==> config.mk <==
export PLATFORM = sky130hd
export DESIGN_NAME = slotted_page_space_manager_core
export DESIGN_NICKNAME = d
export VERILOG_FILES = /design/src/design/spsm_pkg.sv /design/src/design/spsm_dir_mem.sv /design/src/design/slotted_page_space_manager_core.sv
export SDC_FILE = /design/constraint.sdc
export NUM_CORES = 2
export LEC_CHECK = 0
export BUFFER_PORTS_ARGS = -buffer_cell sky130_fd_sc_hd__buf_2
export CORE_MARGIN = 3
export CORE_UTILIZATION = 45
export CTS_CLUSTER_DIAMETER = 40
export CTS_CLUSTER_SIZE = 14
export DETAILED_ROUTE_END_ITERATION = 10
export SLEW_MARGIN = 0
export SYNTH_ARGS = -nofsm -noshare
export SYNTH_HDL_FRONTEND = slang
export SYNTH_SLANG_ARGS = --single-unit
export TNS_END_PERCENT = 1
==> constraint.sdc <==
create_clock -name clock -period 8.2 [get_ports clock]
set_clock_uncertainty 0.15 [all_clocks]
set_input_delay 1.64 -clock clock [delete_from_list [all_inputs] [get_ports clock]]
set_output_delay 1.64 -clock clock [all_outputs]
set_load 0.1 [all_outputs]
==> src/design/spsm_pkg.sv <==
`timescale 1ns / 1ps
package spsm_pkg;
   localparam int BodyBytes = 4096;
   localparam int MaxSlots = 32;
   localparam int SlotW = 5;
   localparam int CntW = 6;
   localparam int LenW = 13;
   localparam logic [LenW-1:0] HEADER_BYTES = 13'd8;
   localparam logic [LenW-1:0] SLOT_BYTES = 13'd8;
   localparam logic [LenW-1:0] BODY_SIZE = 13'(BodyBytes);
   localparam logic [CntW-1:0] MAX_SLOTS_C = 6'(MaxSlots);

   localparam logic [2:0] OP_INIT    = 3'd0;
   localparam logic [2:0] OP_INSERT  = 3'd1;
   localparam logic [2:0] OP_DELETE  = 3'd2;
   localparam logic [2:0] OP_READ    = 3'd3;
   localparam logic [2:0] OP_COMPACT = 3'd4;
   localparam logic [2:0] OP_FIT     = 3'd5;

   localparam logic [2:0] ST_OK        = 3'd0;
   localparam logic [2:0] ST_INVALID   = 3'd1;
   localparam logic [2:0] ST_NOT_FOUND = 3'd2;
   localparam logic [2:0] ST_PAGE_FULL = 3'd3;
   localparam logic [2:0] ST_DIR_FULL  = 3'd4;

   // one directory entry as stored
   typedef struct packed {
      logic [LenW-1:0] offset;
      logic [LenW-1:0] length;
      logic            deleted;
   } entry_type;

   // memory port request from the sequencer
   typedef struct packed {
      logic             rd_en;
      logic [SlotW-1:0] rd_addr;
      logic             wr_en;
      logic [SlotW-1:0] wr_addr;
      entry_type        wr_data;
   } mem_req_type;
endpackage

==> src/design/spsm_dir_mem.sv <==
`timescale 1ns / 1ps
module spsm_dir_mem (
   input  logic                 clock,
   input  spsm_pkg::mem_req_type req,
   output spsm_pkg::entry_type  rd_data
);
   spsm_pkg::entry_type mem [spsm_pkg::MaxSlots];

   always_ff @(posedge clock) begin
      if (req.wr_en) begin
         mem[req.wr_addr] <= req.wr_data;
      end
      if (req.rd_en) begin
         rd_data <= mem[req.rd_addr];
      end
   end
endmodule

==> src/design/slotted_page_space_manager_core.sv <==
`timescale 1ns / 1ps
// initialize, unknown opcodes and argument errors are answered straight from idle;
// an in-range read or delete reads its directory entry first, then answers
// insert and fit query scan one entry a cycle until a deleted entry is found, then decide
// compact walks every slot, highest first, and gives one move result per live entry
// busy holds through the last result, so a new item is taken only after it has gone
// receiver cannot stall; synchronous active-high reset restores an empty page
module slotted_page_space_manager_core (
   input  logic        clock,
   input  logic        reset,
   input  logic        start,
   output logic        busy,
   input  logic [2:0]  req_opcode,
   input  logic [4:0]  req_slot_number,
   input  logic [12:0] req_tuple_length,
   output logic        rsp_valid,
   output logic [2:0]  rsp_status,
   output logic [4:0]  rsp_slot_result,
   output logic [12:0] rsp_source_offset,
   output logic [12:0] rsp_tuple_offset,
   output logic [12:0] rsp_tuple_bytes,
   output logic        rsp_would_not_fit,
   output logic [12:0] rsp_reclaimed,
   output logic [12:0] rsp_free_bytes,
   output logic [5:0]  rsp_slots_used,
   output logic [5:0]  rsp_live_tuples,
   output logic        rsp_last
);
   typedef enum logic [5:0] {
      S_IDLE  = 6'b000001,
      S_SCAN  = 6'b000010,  // read issued for scan index
      S_ONE   = 6'b000100,  // single entry read pending
      S_WALK  = 6'b001000,  // compact walk, reads pipelined
      S_DONE  = 6'b010000,  // emit final result
      S_DECIDE = 6'b100000  // insert or fit decision after scan
   } state_type;

   state_type state_ff, state_in;

   logic [2:0]  op_ff, op_in;
   logic [4:0]  slot_ff, slot_in;
   logic [12:0] len_ff, len_in;
   logic [5:0]  dsize_ff, dsize_in;
   logic [5:0]  ttot_ff, ttot_in;
   logic [12:0] fstart_ff, fstart_in;
   logic [12:0] fend_ff, fend_in;
   logic [12:0] pack_ff, pack_in;
   logic [12:0] oldend_ff, oldend_in;
   // scan index: next slot to read; rd pending flags the data returning
   logic [5:0]  idx_ff, idx_in;
   logic        rdv_ff, rdv_in;
   logic [4:0]  rdslot_ff, rdslot_in;
   logic        found_ff, found_in;
   logic [4:0]  fslot_ff, fslot_in;

   // an item is taken only while idle with no result on the ports
   logic        accept;
   assign accept = start && !busy;

   spsm_pkg::mem_req_type mreq;
   spsm_pkg::entry_type   rdata;

   spsm_dir_mem u_mem (.clock(clock), .req(mreq), .rd_data(rdata));

   // result register
   logic        ov_ff, ov_in;
   logic [2:0]  ost_ff, ost_in;
   logic [4:0]  oslot_ff, oslot_in;
   logic [12:0] osrc_ff, osrc_in;
   logic [12:0] ooff_ff, ooff_in;
   logic [12:0] obytes_ff, obytes_in;
   logic        onf_ff, onf_in;
   logic [12:0] orecl_ff, orecl_in;
   logic        olast_ff, olast_in;
   logic [12:0] ofree_ff, ofree_in;
   logic [5:0]  oused_ff, oused_in;
   logic [5:0]  olive_ff, olive_in;

   logic [12:0] free_now;
   logic [13:0] need;
   logic        out_of_slots;

   always_comb begin
      free_now = (fend_in > fstart_in) ? fend_in - fstart_in : 13'd0;
   end

   always_comb begin
      logic [12:0] fcur;
      logic [12:0] newpk;
      logic [12:0] recl;
      fcur = (fend_ff > fstart_ff) ? fend_ff - fstart_ff : 13'd0;
      state_in = state_ff;
      op_in = op_ff; slot_in = slot_ff; len_in = len_ff;
      dsize_in = dsize_ff; ttot_in = ttot_ff; fstart_in = fstart_ff;
      fend_in = fend_ff; pack_in = pack_ff; oldend_in = oldend_ff;
      idx_in = idx_ff; rdv_in = 1'b0; rdslot_in = rdslot_ff;
      found_in = found_ff; fslot_in = fslot_ff;
      mreq = '0;
      ov_in = 1'b0; ost_in = spsm_pkg::ST_OK; oslot_in = '0; osrc_in = '0;
      ooff_in = '0; obytes_in = '0; onf_in = 1'b0; orecl_in = '0; olast_in = 1'b0;
      need = '0; out_of_slots = 1'b0;
      newpk = '0; recl = '0;
      case (state_ff)
         S_IDLE: begin
            if (accept) begin
               op_in = req_opcode; slot_in = req_slot_number; len_in = req_tuple_length;
               idx_in = '0; found_in = 1'b0; fslot_in = '0;
               case (req_opcode)
                  spsm_pkg::OP_INIT: begin
                     dsize_in = '0; ttot_in = '0; fstart_in = spsm_pkg::HEADER_BYTES;
                     fend_in = spsm_pkg::BODY_SIZE; pack_in = spsm_pkg::BODY_SIZE;
                     ov_in = 1'b1; olast_in = 1'b1;
                  end
                  spsm_pkg::OP_INSERT, spsm_pkg::OP_FIT: begin
                     if (req_opcode == spsm_pkg::OP_INSERT && req_tuple_length == '0) begin
                        ov_in = 1'b1; olast_in = 1'b1; ost_in = spsm_pkg::ST_INVALID;
                     end else begin
                        state_in = S_SCAN;
                     end
                  end
                  spsm_pkg::OP_DELETE, spsm_pkg::OP_READ: begin
                     if ({1'b0, req_slot_number} >= dsize_ff) begin
                        ov_in = 1'b1; olast_in = 1'b1; ost_in = spsm_pkg::ST_NOT_FOUND;
                     end else begin
                        mreq.rd_en = 1'b1; mreq.rd_addr = req_slot_number;
                        state_in = S_ONE;
                     end
                  end
                  spsm_pkg::OP_COMPACT: begin
                     pack_in = spsm_pkg::BODY_SIZE; oldend_in = fend_ff;
                     idx_in = dsize_ff;
                     state_in = S_WALK;
                  end
                  default: begin
                     ov_in = 1'b1; olast_in = 1'b1; ost_in = spsm_pkg::ST_INVALID;
                  end
               endcase
            end
         end
         S_SCAN: begin
            // issue read of idx, check returning data of previous
            if (rdv_ff && rdata.deleted && !found_ff) begin
               found_in = 1'b1; fslot_in = rdslot_ff;
            end
            if (idx_ff < dsize_ff && !(rdv_ff && rdata.deleted) && !found_ff) begin
               mreq.rd_en = 1'b1; mreq.rd_addr = idx_ff[4:0];
               rdv_in = 1'b1; rdslot_in = idx_ff[4:0];
               idx_in = idx_ff + 6'd1;
            end else if (!rdv_ff || (rdv_ff && rdata.deleted) || found_ff) begin
               state_in = S_DECIDE;
            end
         end
         S_DECIDE: begin
            need = {1'b0, len_ff} + (found_ff ? 14'd0 : {1'b0, spsm_pkg::SLOT_BYTES});
            out_of_slots = !found_ff && (dsize_ff >= spsm_pkg::MAX_SLOTS_C);
            ov_in = 1'b1; olast_in = 1'b1; state_in = S_IDLE;
            if (op_ff == spsm_pkg::OP_FIT) begin
               onf_in = ({1'b0, fcur} < need) || out_of_slots;
            end else if (out_of_slots) begin
               ost_in = spsm_pkg::ST_DIR_FULL;
            end else if (need > {1'b0, fcur}) begin
               ost_in = spsm_pkg::ST_PAGE_FULL;
            end else begin
               mreq.wr_en = 1'b1;
               mreq.wr_addr = found_ff ? fslot_ff : dsize_ff[4:0];
               mreq.wr_data.offset = fend_ff - len_ff;
               mreq.wr_data.length = len_ff;
               mreq.wr_data.deleted = 1'b0;
               oslot_in = mreq.wr_addr; ooff_in = fend_ff - len_ff;
               fend_in = fend_ff - len_ff;
               ttot_in = ttot_ff + 6'd1;
               if (!found_ff) begin
                  dsize_in = dsize_ff + 6'd1;
                  fstart_in = fstart_ff + spsm_pkg::SLOT_BYTES;
               end
            end
         end
         S_ONE: begin
            ov_in = 1'b1; olast_in = 1'b1; state_in = S_IDLE;
            if (rdata.deleted) begin
               ost_in = spsm_pkg::ST_INVALID;
            end else if (op_ff == spsm_pkg::OP_DELETE) begin
               mreq.wr_en = 1'b1; mreq.wr_addr = slot_ff;
               mreq.wr_data = rdata; mreq.wr_data.deleted = 1'b1;
               if (ttot_ff != '0) ttot_in = ttot_ff - 6'd1;
            end else begin
               ooff_in = rdata.offset; obytes_in = rdata.length;
            end
         end
         S_WALK: begin
            // returning entry: slot rdslot_ff
            if (rdv_ff && !rdata.deleted) begin
               newpk = (pack_ff >= rdata.length) ? pack_ff - rdata.length : 13'd0;
               pack_in = newpk;
               mreq.wr_en = 1'b1; mreq.wr_addr = rdslot_ff;
               mreq.wr_data = rdata; mreq.wr_data.offset = newpk;
               ov_in = 1'b1; oslot_in = rdslot_ff; osrc_in = rdata.offset;
               ooff_in = newpk; obytes_in = rdata.length;
            end
            if (idx_ff != '0) begin
               mreq.rd_en = 1'b1; mreq.rd_addr = 5'(idx_ff - 6'd1);
               rdv_in = 1'b1; rdslot_in = 5'(idx_ff - 6'd1);
               idx_in = idx_ff - 6'd1;
            end else if (!rdv_ff) begin
               state_in = S_DONE;
            end
         end
         S_DONE: begin
            recl = (pack_ff >= oldend_ff) ? pack_ff - oldend_ff : 13'd0;
            fend_in = pack_ff;
            ov_in = 1'b1; olast_in = 1'b1; orecl_in = recl;
            state_in = S_IDLE;
         end
         default: state_in = S_IDLE;
      endcase
      ofree_in = free_now; oused_in = dsize_in; olive_in = ttot_in;
   end

   always_ff @(posedge clock) begin
      if (reset) begin
         state_ff <= S_IDLE; ov_ff <= 1'b0; rdv_ff <= 1'b0;
         dsize_ff <= '0; ttot_ff <= '0; fstart_ff <= spsm_pkg::HEADER_BYTES;
         fend_ff <= spsm_pkg::BODY_SIZE; pack_ff <= spsm_pkg::BODY_SIZE;
         found_ff <= 1'b0; idx_ff <= '0;
      end else begin
         state_ff <= state_in; ov_ff <= ov_in; rdv_ff <= rdv_in;
         dsize_ff <= dsize_in; ttot_ff <= ttot_in; fstart_ff <= fstart_in;
         fend_ff <= fend_in; pack_ff <= pack_in;
         found_ff <= found_in; idx_ff <= idx_in;
      end
   end

   always_ff @(posedge clock) begin
      op_ff <= op_in; slot_ff <= slot_in; len_ff <= len_in; oldend_ff <= oldend_in;
      rdslot_ff <= rdslot_in; fslot_ff <= fslot_in;
      ost_ff <= ost_in; oslot_ff <= oslot_in; osrc_ff <= osrc_in; ooff_ff <= ooff_in;
      obytes_ff <= obytes_in; onf_ff <= onf_in; orecl_ff <= orecl_in;
      olast_ff <= olast_in; ofree_ff <= ofree_in; oused_ff <= oused_in;
      olive_ff <= olive_in;
   end

   // sum of live tuple lengths: compact packs them tight against the page end,
   // so the free space after the walk is known before the first move goes out
   logic [12:0] live_sum_ff, live_sum_in;
   logic [12:0] free_final_move;
   always_comb begin
      live_sum_in = live_sum_ff;
      if (mreq.wr_en && state_ff == S_DECIDE) live_sum_in = live_sum_ff + len_ff;
      if (mreq.wr_en && state_ff == S_ONE) live_sum_in = live_sum_ff - rdata.length;
      if (state_ff == S_IDLE && accept && req_opcode == spsm_pkg::OP_INIT)
         live_sum_in = '0;
      free_final_move = (spsm_pkg::BODY_SIZE - live_sum_ff > fstart_ff) ?
                        spsm_pkg::BODY_SIZE - live_sum_ff - fstart_ff : 13'd0;
   end
   always_ff @(posedge clock) begin
      if (reset) live_sum_ff <= '0;
      else       live_sum_ff <= live_sum_in;
   end

   assign busy = (state_ff != S_IDLE) || ov_ff;
   assign rsp_valid = ov_ff;
   assign rsp_status = ost_ff;
   assign rsp_slot_result = oslot_ff;
   assign rsp_source_offset = osrc_ff;
   assign rsp_tuple_offset = ooff_ff;
   assign rsp_tuple_bytes = obytes_ff;
   assign rsp_would_not_fit = onf_ff;
   assign rsp_reclaimed = orecl_ff;
   // move results of compact report the free space after packing completes
   assign rsp_free_bytes = (op_ff == spsm_pkg::OP_COMPACT && !olast_ff) ?
                           free_final_move : ofree_ff;
   assign rsp_slots_used = oused_ff;
   assign rsp_live_tuples = olive_ff;
   assign rsp_last = olast_ff;

`ifndef NO_ASSERTIONS
   a_no_start_busy: assert property (@(posedge clock) disable iff (reset)
      rsp_valid |-> busy) else $error("result while not busy");
   a_dsize: assert property (@(posedge clock) disable iff (reset)
      dsize_ff <= spsm_pkg::MAX_SLOTS_C) else $error("directory overflow");
   a_live: assert property (@(posedge clock) disable iff (reset)
      ttot_ff <= dsize_ff) else $error("live count above directory size");
`endif
endmodule
Word level (Yosys, flattened, before mapping)

Memory sizes are Yosys's and may differ from the RTL's. A register that Yosys moved wholly into a read port is not among the register bits.
Index checks and enable logic that the tools add are counted.

Reductions and logical operators: 47
Order comparisons: 10
Mux-type cells: 114
Add/sub/neg operators: 16
Equality and inequality tests: 28

Operators by type and width:

| kind                                          | number |
|---|---|
| 2-to-1 mux 13 bit                             | 29 |
| 2-to-1 mux 33 bit                             | 6 |
| 2-to-1 mux 6 bit                              | 30 |
| case mux 33 bit (3 select lines)              | 1 |
| subtractor 13 bit                             | 7 |
| case mux 6 bit (3 select lines)               | 5 |
| case mux 13 bit (2 select lines)              | 3 |
| case mux 13 bit (3 select lines)              | 2 |
| 2-to-1 mux 5 bit                              | 9 |
| > comparator 13 bit                           | 3 |
| case mux 5 bit (2 select lines)               | 3 |
| greater-or-equal comparator 13 bit            | 2 |
| inequality test 2 bit, second input constant  | 10 |
| adder 6 x 1 -> 6 bit, second input constant   | 3 |
| adder 13 x 4 -> 14 bit                        | 1 |
| > comparator 14 x 13 -> 1 bit                 | 1 |
| less-than comparator 13 x 14 -> 1 bit         | 1 |
| adder 13 bit                                  | 1 |
| adder 13 x 4 -> 13 bit, second input constant | 1 |
| logical AND 1 bit                             | 13 |
| logical NOT 13 bit                            | 1 |
| subtractor 13 bit, first input constant       | 1 |
| equality test 3 bit, second input constant    | 4 |
| 2-to-1 mux 1 bit                              | 12 |
| other kinds (35)                              | 66 |

Bits of input ports: 24
Memories: 1
Logic and storage cells: 244
Flip-flop bits (word level): 210
Output and inout bits: 89
Bits in writable memories: 864

Memory list:

| memory    | words | width | rd ports | clocked after Yosys merged registers in | wr ports | line              | source |
|---|---|---|---|---|---|---|---|
| u_mem.mem | 32    | 27    | 1        | 1                                       | 1        | spsm_dir_mem.sv:7 | `spsm_pkg::entry_type mem [spsm_pkg::MaxSlots];` |

Longest topological paths before layout

Word-level depth: 10
Mapped depth: 34

Hierarchy

From an unflattened synthesis, not the netlist that was laid out.

Cells, all modules: 3528
Area, all modules: 48252.5 sq um

Modules (own cells, without submodules):

| module                          | cells each | instances | area each (sq um) | seq. area each (sq um) |
|---|---|---|---|---|
| spsm_dir_mem                    | 1915       | 1         | 34493.1           | 26755.7 |
| slotted_page_space_manager_core | 1613       | 1         | 13759.4           | 4644.5 |

Worst setup path after synthesis

Ideal clock, no wire load.

Path type: register to register
From: register fstart_ff[1]
To: register ofree_ff[10]
Buffers on the path: 3
Stages on the path, launching flop included: 35
Required time: 7.918 ns
Arrival: 7.067 ns
Setup slack: 0.851 ns
Path through: dfxtp_1 -> inv_1 -> ha_1 -> nor2b_1 -> o21a_1 -> o21ai_0 -> a21oi_1 -> o21ai_0 -> a21oi_1 -> a31oi_1 -> o21ai_0 -> clkbuf_1 -> nand2_1 -> ha_1 -> a21o_1 -> a21o_1 -> a221o_1 -> a21oi_1 -> and2_1 -> a21oi_1 -> or3b_1 -> buf_2 -> a222oi_1 -> inv_1 -> ha_1 -> nor2b_1 -> o21a_1 -> o21ai_0 -> a31oi_1 -> a41o_1 -> o21a_1 -> o21a_1 -> o31ai_1 -> clkbuf_1 -> nor3_1

Cells in the longest elaborated chain, start to end: 8
Elaborated cells on any way between the ends: 18

RTL lines:

| element                                                         | line                                   | source |
|---|---|---|
| start: declaration                                              | slotted_page_space_manager_core.sv:45  | `logic [12:0] fstart_ff, fstart_in;` |
| start signal: assignment                                        | slotted_page_space_manager_core.sv:227 | `dsize_ff <= dsize_in; ttot_ff <= ttot_in; fstart_ff <= fstart_in;` |
| subtractor 13 bit / > comparator 13 bit (equally long branches) | slotted_page_space_manager_core.sv:91  | `fcur = (fend_ff > fstart_ff) ? fend_ff - fstart_ff : 13'd0;` |
| 2-to-1 mux 13 bit *                                             | slotted_page_space_manager_core.sv:91  |  |
| > comparator 14 x 13 -> 1 bit *                                 | slotted_page_space_manager_core.sv:161 | `end else if (need > {1'b0, fcur}) begin` |
| 2-to-1 mux 13 bit *                                             | slotted_page_space_manager_core.sv:161 |  |
| 2-to-1 mux 13 bit *                                             | slotted_page_space_manager_core.sv:159 | `end else if (out_of_slots) begin` |
| 2-to-1 mux 13 bit *                                             | slotted_page_space_manager_core.sv:157 | `if (op_ff == spsm_pkg::OP_FIT) begin` |
| case mux 13 bit (3 select lines) *                              | slotted_page_space_manager_core.sv:103 | `case (state_ff)` |
| via fend_in[1]                                                  | slotted_page_space_manager_core.sv:46  | `logic [12:0] fend_ff, fend_in;` |
| subtractor 13 bit / > comparator 13 bit (equally long branches) | slotted_page_space_manager_core.sv:84  | `free_now = (fend_in > fstart_in) ? fend_in - fstart_in : 13'd0;` |
| end signal: assignment                                          | slotted_page_space_manager_core.sv:238 | `olast_ff <= olast_in; ofree_ff <= ofree_in; oused_ff <= oused_in;` |
| end: declaration                                                | slotted_page_space_manager_core.sv:75  | `logic [12:0] ofree_ff, ofree_in;` |

The timed path passes the listed nets; every way through them passes the cells marked *.
A chain may end at the register's enable or synchronous reset.

Worst setup path in the final report

Same ends and word-level chain as after synthesis.

==> metrics.txt <==
DRC violations left 0; Die Ht 335 um; post-synth cell types 81; total routed wirelength 147000 um; IO Port Bufs 112; num rows between 100 and 150; clk root buf clkbuf_16; Area Overhead vs Synth 15.9%; most frequent cells in the layout nand2_1 (975), edfxtp_1 (935), nand3_1 (371); largest net degree at the start of global routing 140; Non-Filler Instances 5948; Clk pin slew, worst setup/hold paths 50 ps; GR Overflow Total 0; Final Util 52.6%; Pwr Density 266 mW/mm^2; Post-DP Area 0.0513 sq mm; Max Cap Violations 0; Yosys warning total 0; Place WS between 400 and 500 ps; Antenna Nets Post-Route 0; Crit Path Max Fanout 13; Pwr Total approximately 15 mW; syn_nets 4445; worst min path class reg2reg; CTS H-Tree Depth 4; Worst Setup End Kind register; Avg Inst Size Synth ~11 sq um; share of layout cells above drive strength 1 11.7%; fin nets 4579; P_leak 21.3 nW; Cell Area, Synth about 0.05 sq mm; GP Congestion 0.904; vias in the first global route 33000; setup TNS 0 ps; die area ~0.11 sq mm; Starting Density a little under half; Ports about 110; fin crit period between 7000 and 8000 ps; post-route setup slack 672 ps; Synth async-reset ratio 0%; final instance area 0.0564 sq mm; CP Class reg2reg; drt initial violations around 3400; first-pass GRT wire length 217000 um; final setup fails 0; filler cell count ~9300; Hold WS 315 ps; CTS buffer count 147; peak supply drop 0.219 mV; dpl cells around 5700; Max stage delay on crit path approximately 530 ps; status complete, no violations; routed len/inst 24.7 um; CTS sink cnt 1101; Via-to-Cell Ratio 5.84; most common cell after layout, fill and taps aside nand2_1; floorplan core area between 0.1 and 0.15 sq mm; Syn Inst Count 4288; worst-margin pin slew between 1000 and 1500 ps; Post-synth EDFFs 935; CP max-delay cell a222oi_1; sequential-to-total area share from yosys stat 64.5%; drt pass-1 iters 8; Clock Tree Buf Depth 3; FF-to-FF path depth 33; clock latency on the worst-skew pair roughly 740 ps; CTS tree built; antenna violations before repair 3; fin. max-slew vios 0; crit path DAT 7990 ps; FF+latch count, synth 1101; GRT Overall Usage 25.9%; Final Hold Fails 0; worst path required time just under 9000 ps; CP Launch Type register; Synth Flop Type edfxtp_1; Antenna Cells 0; die span in x 335 um; hpwl dp 92200 um; RSZ-0062 raised after global routing false; Hold Path Cell Cnt 0; slew margin rel. 14.3%; via count 34800; fin crit share 91.8%; Peak Freq between 100 and 150 MHz
-- metal layers --
layer	share of wire [%]	global-route usage [%]
met5	0.0088	0
met4	3.4	9.46
met3	7.2	4.43
met2	47	41.5
met1	43	35.6
-- registers in the layout (all words and copies together) (netlist names), 5 cells and up --
name and count:
dsize_ff 6, fend_ff 13, fslot_ff 5, fstart_ff 13
idx_ff 6, len_ff 13, live_sum_ff 13, ofree_ff 13
oldend_ff 13, pack_ff 13, rdslot_ff 5, rsp_live_tuples 6
rsp_reclaimed 13, rsp_slot_result 5, rsp_slots_used 6, rsp_source_offset 13
rsp_tuple_bytes 13, rsp_tuple_offset 13, slot_ff 5, state_ff 6
ttot_ff 6, u_mem.mem 864, u_mem.rd_data 27
-- cell families (layout without fill, tap and decap cells) --
| kind of cell | Yosys count | after routing | share of synthesized area [%] |
|---|---|---|---|
| xor gates and xnor gates | 80 | 80 | 1.44 |
| and+or+nand+nor | 1973 | 1973 | 18.3 |
| buffers and inverters | 338 | 595 | 2.87 |
| muxes | 50 | 50 | 1.04 |
| DFF | 1101 | 1101 | 64.5 |
| adders and majority gates | 133 | 133 | 3.53 |
| AOI/OAI and AO/OA | 613 | 613 | 8.33 |
-- final timing paths --
kind         slack, ps    startpoint           end
max                670  fstart_ff[1]  ofree_ff[10]
max reg2reg        670  fstart_ff[1]  ofree_ff[10]
min                320    fend_ff[0]  oldend_ff[0]
min reg2reg        320    fend_ff[0]  oldend_ff[0]
-- power breakdown --
group | switching (mW) | total, mW | leakage [nW] | internal (mW)
Clock | 2.58 | 6.62 | 2.45 | 4.03
Combinational | 1.46 | 2.11 | 9.60 | 0.650
Sequential | 0.120 | 6.29 | 9.27 | 6.16
Total | 4.17 | 15.0 | 21.3 | 10.8
-- synth_stat cells (53+ instances only) --
cell	number	area, sq um
a21oi_1	160	801
and2_1	53	332
and3_1	75	469
buf_2	72	360
clkbuf_1	117	439
dfxtp_1	166	3320
edfxtp_1	935	28100
ha_1	126	1580
inv_1	112	420
nand2_1	975	3660
nand3_1	372	1860
nand4_1	89	557
nor2_1	216	811
nor3_1	72	360
o21ai_0	138	691
xnor2_1	60	526
-- final cells by class --
cell class | instances | area, sq um | share of cell area [%]
flip-flops and latches | 1101 | 31400 | 55.7
multi-input cells | 2849 | 16300 | 28.9
clock buffers | 170 | 3870 | 6.86
well taps | 1403 | 1760 | 3.11
repair buffers | 208 | 1380 | 2.45
clock inverters | 102 | 1260 | 2.23
inverters | 115 | 432 | 0.765
-- critical path: cells and delay by family (launching register included) --
family / cells / cell delay (ps)
fa+ha+maj: 3 / 870
buf+inv: 4 / 620
flops: 1 / 370
simple gates: 6 / 1090
compound gates: 20 / 4320
-- repair_timing --
action	in CTS	in global routing
gates resized for setup	0	4
setup buffers	0	1
hold buffers	0	0
endpoints found under the setup margin	0	13
(Power assumes the default switching activity.)
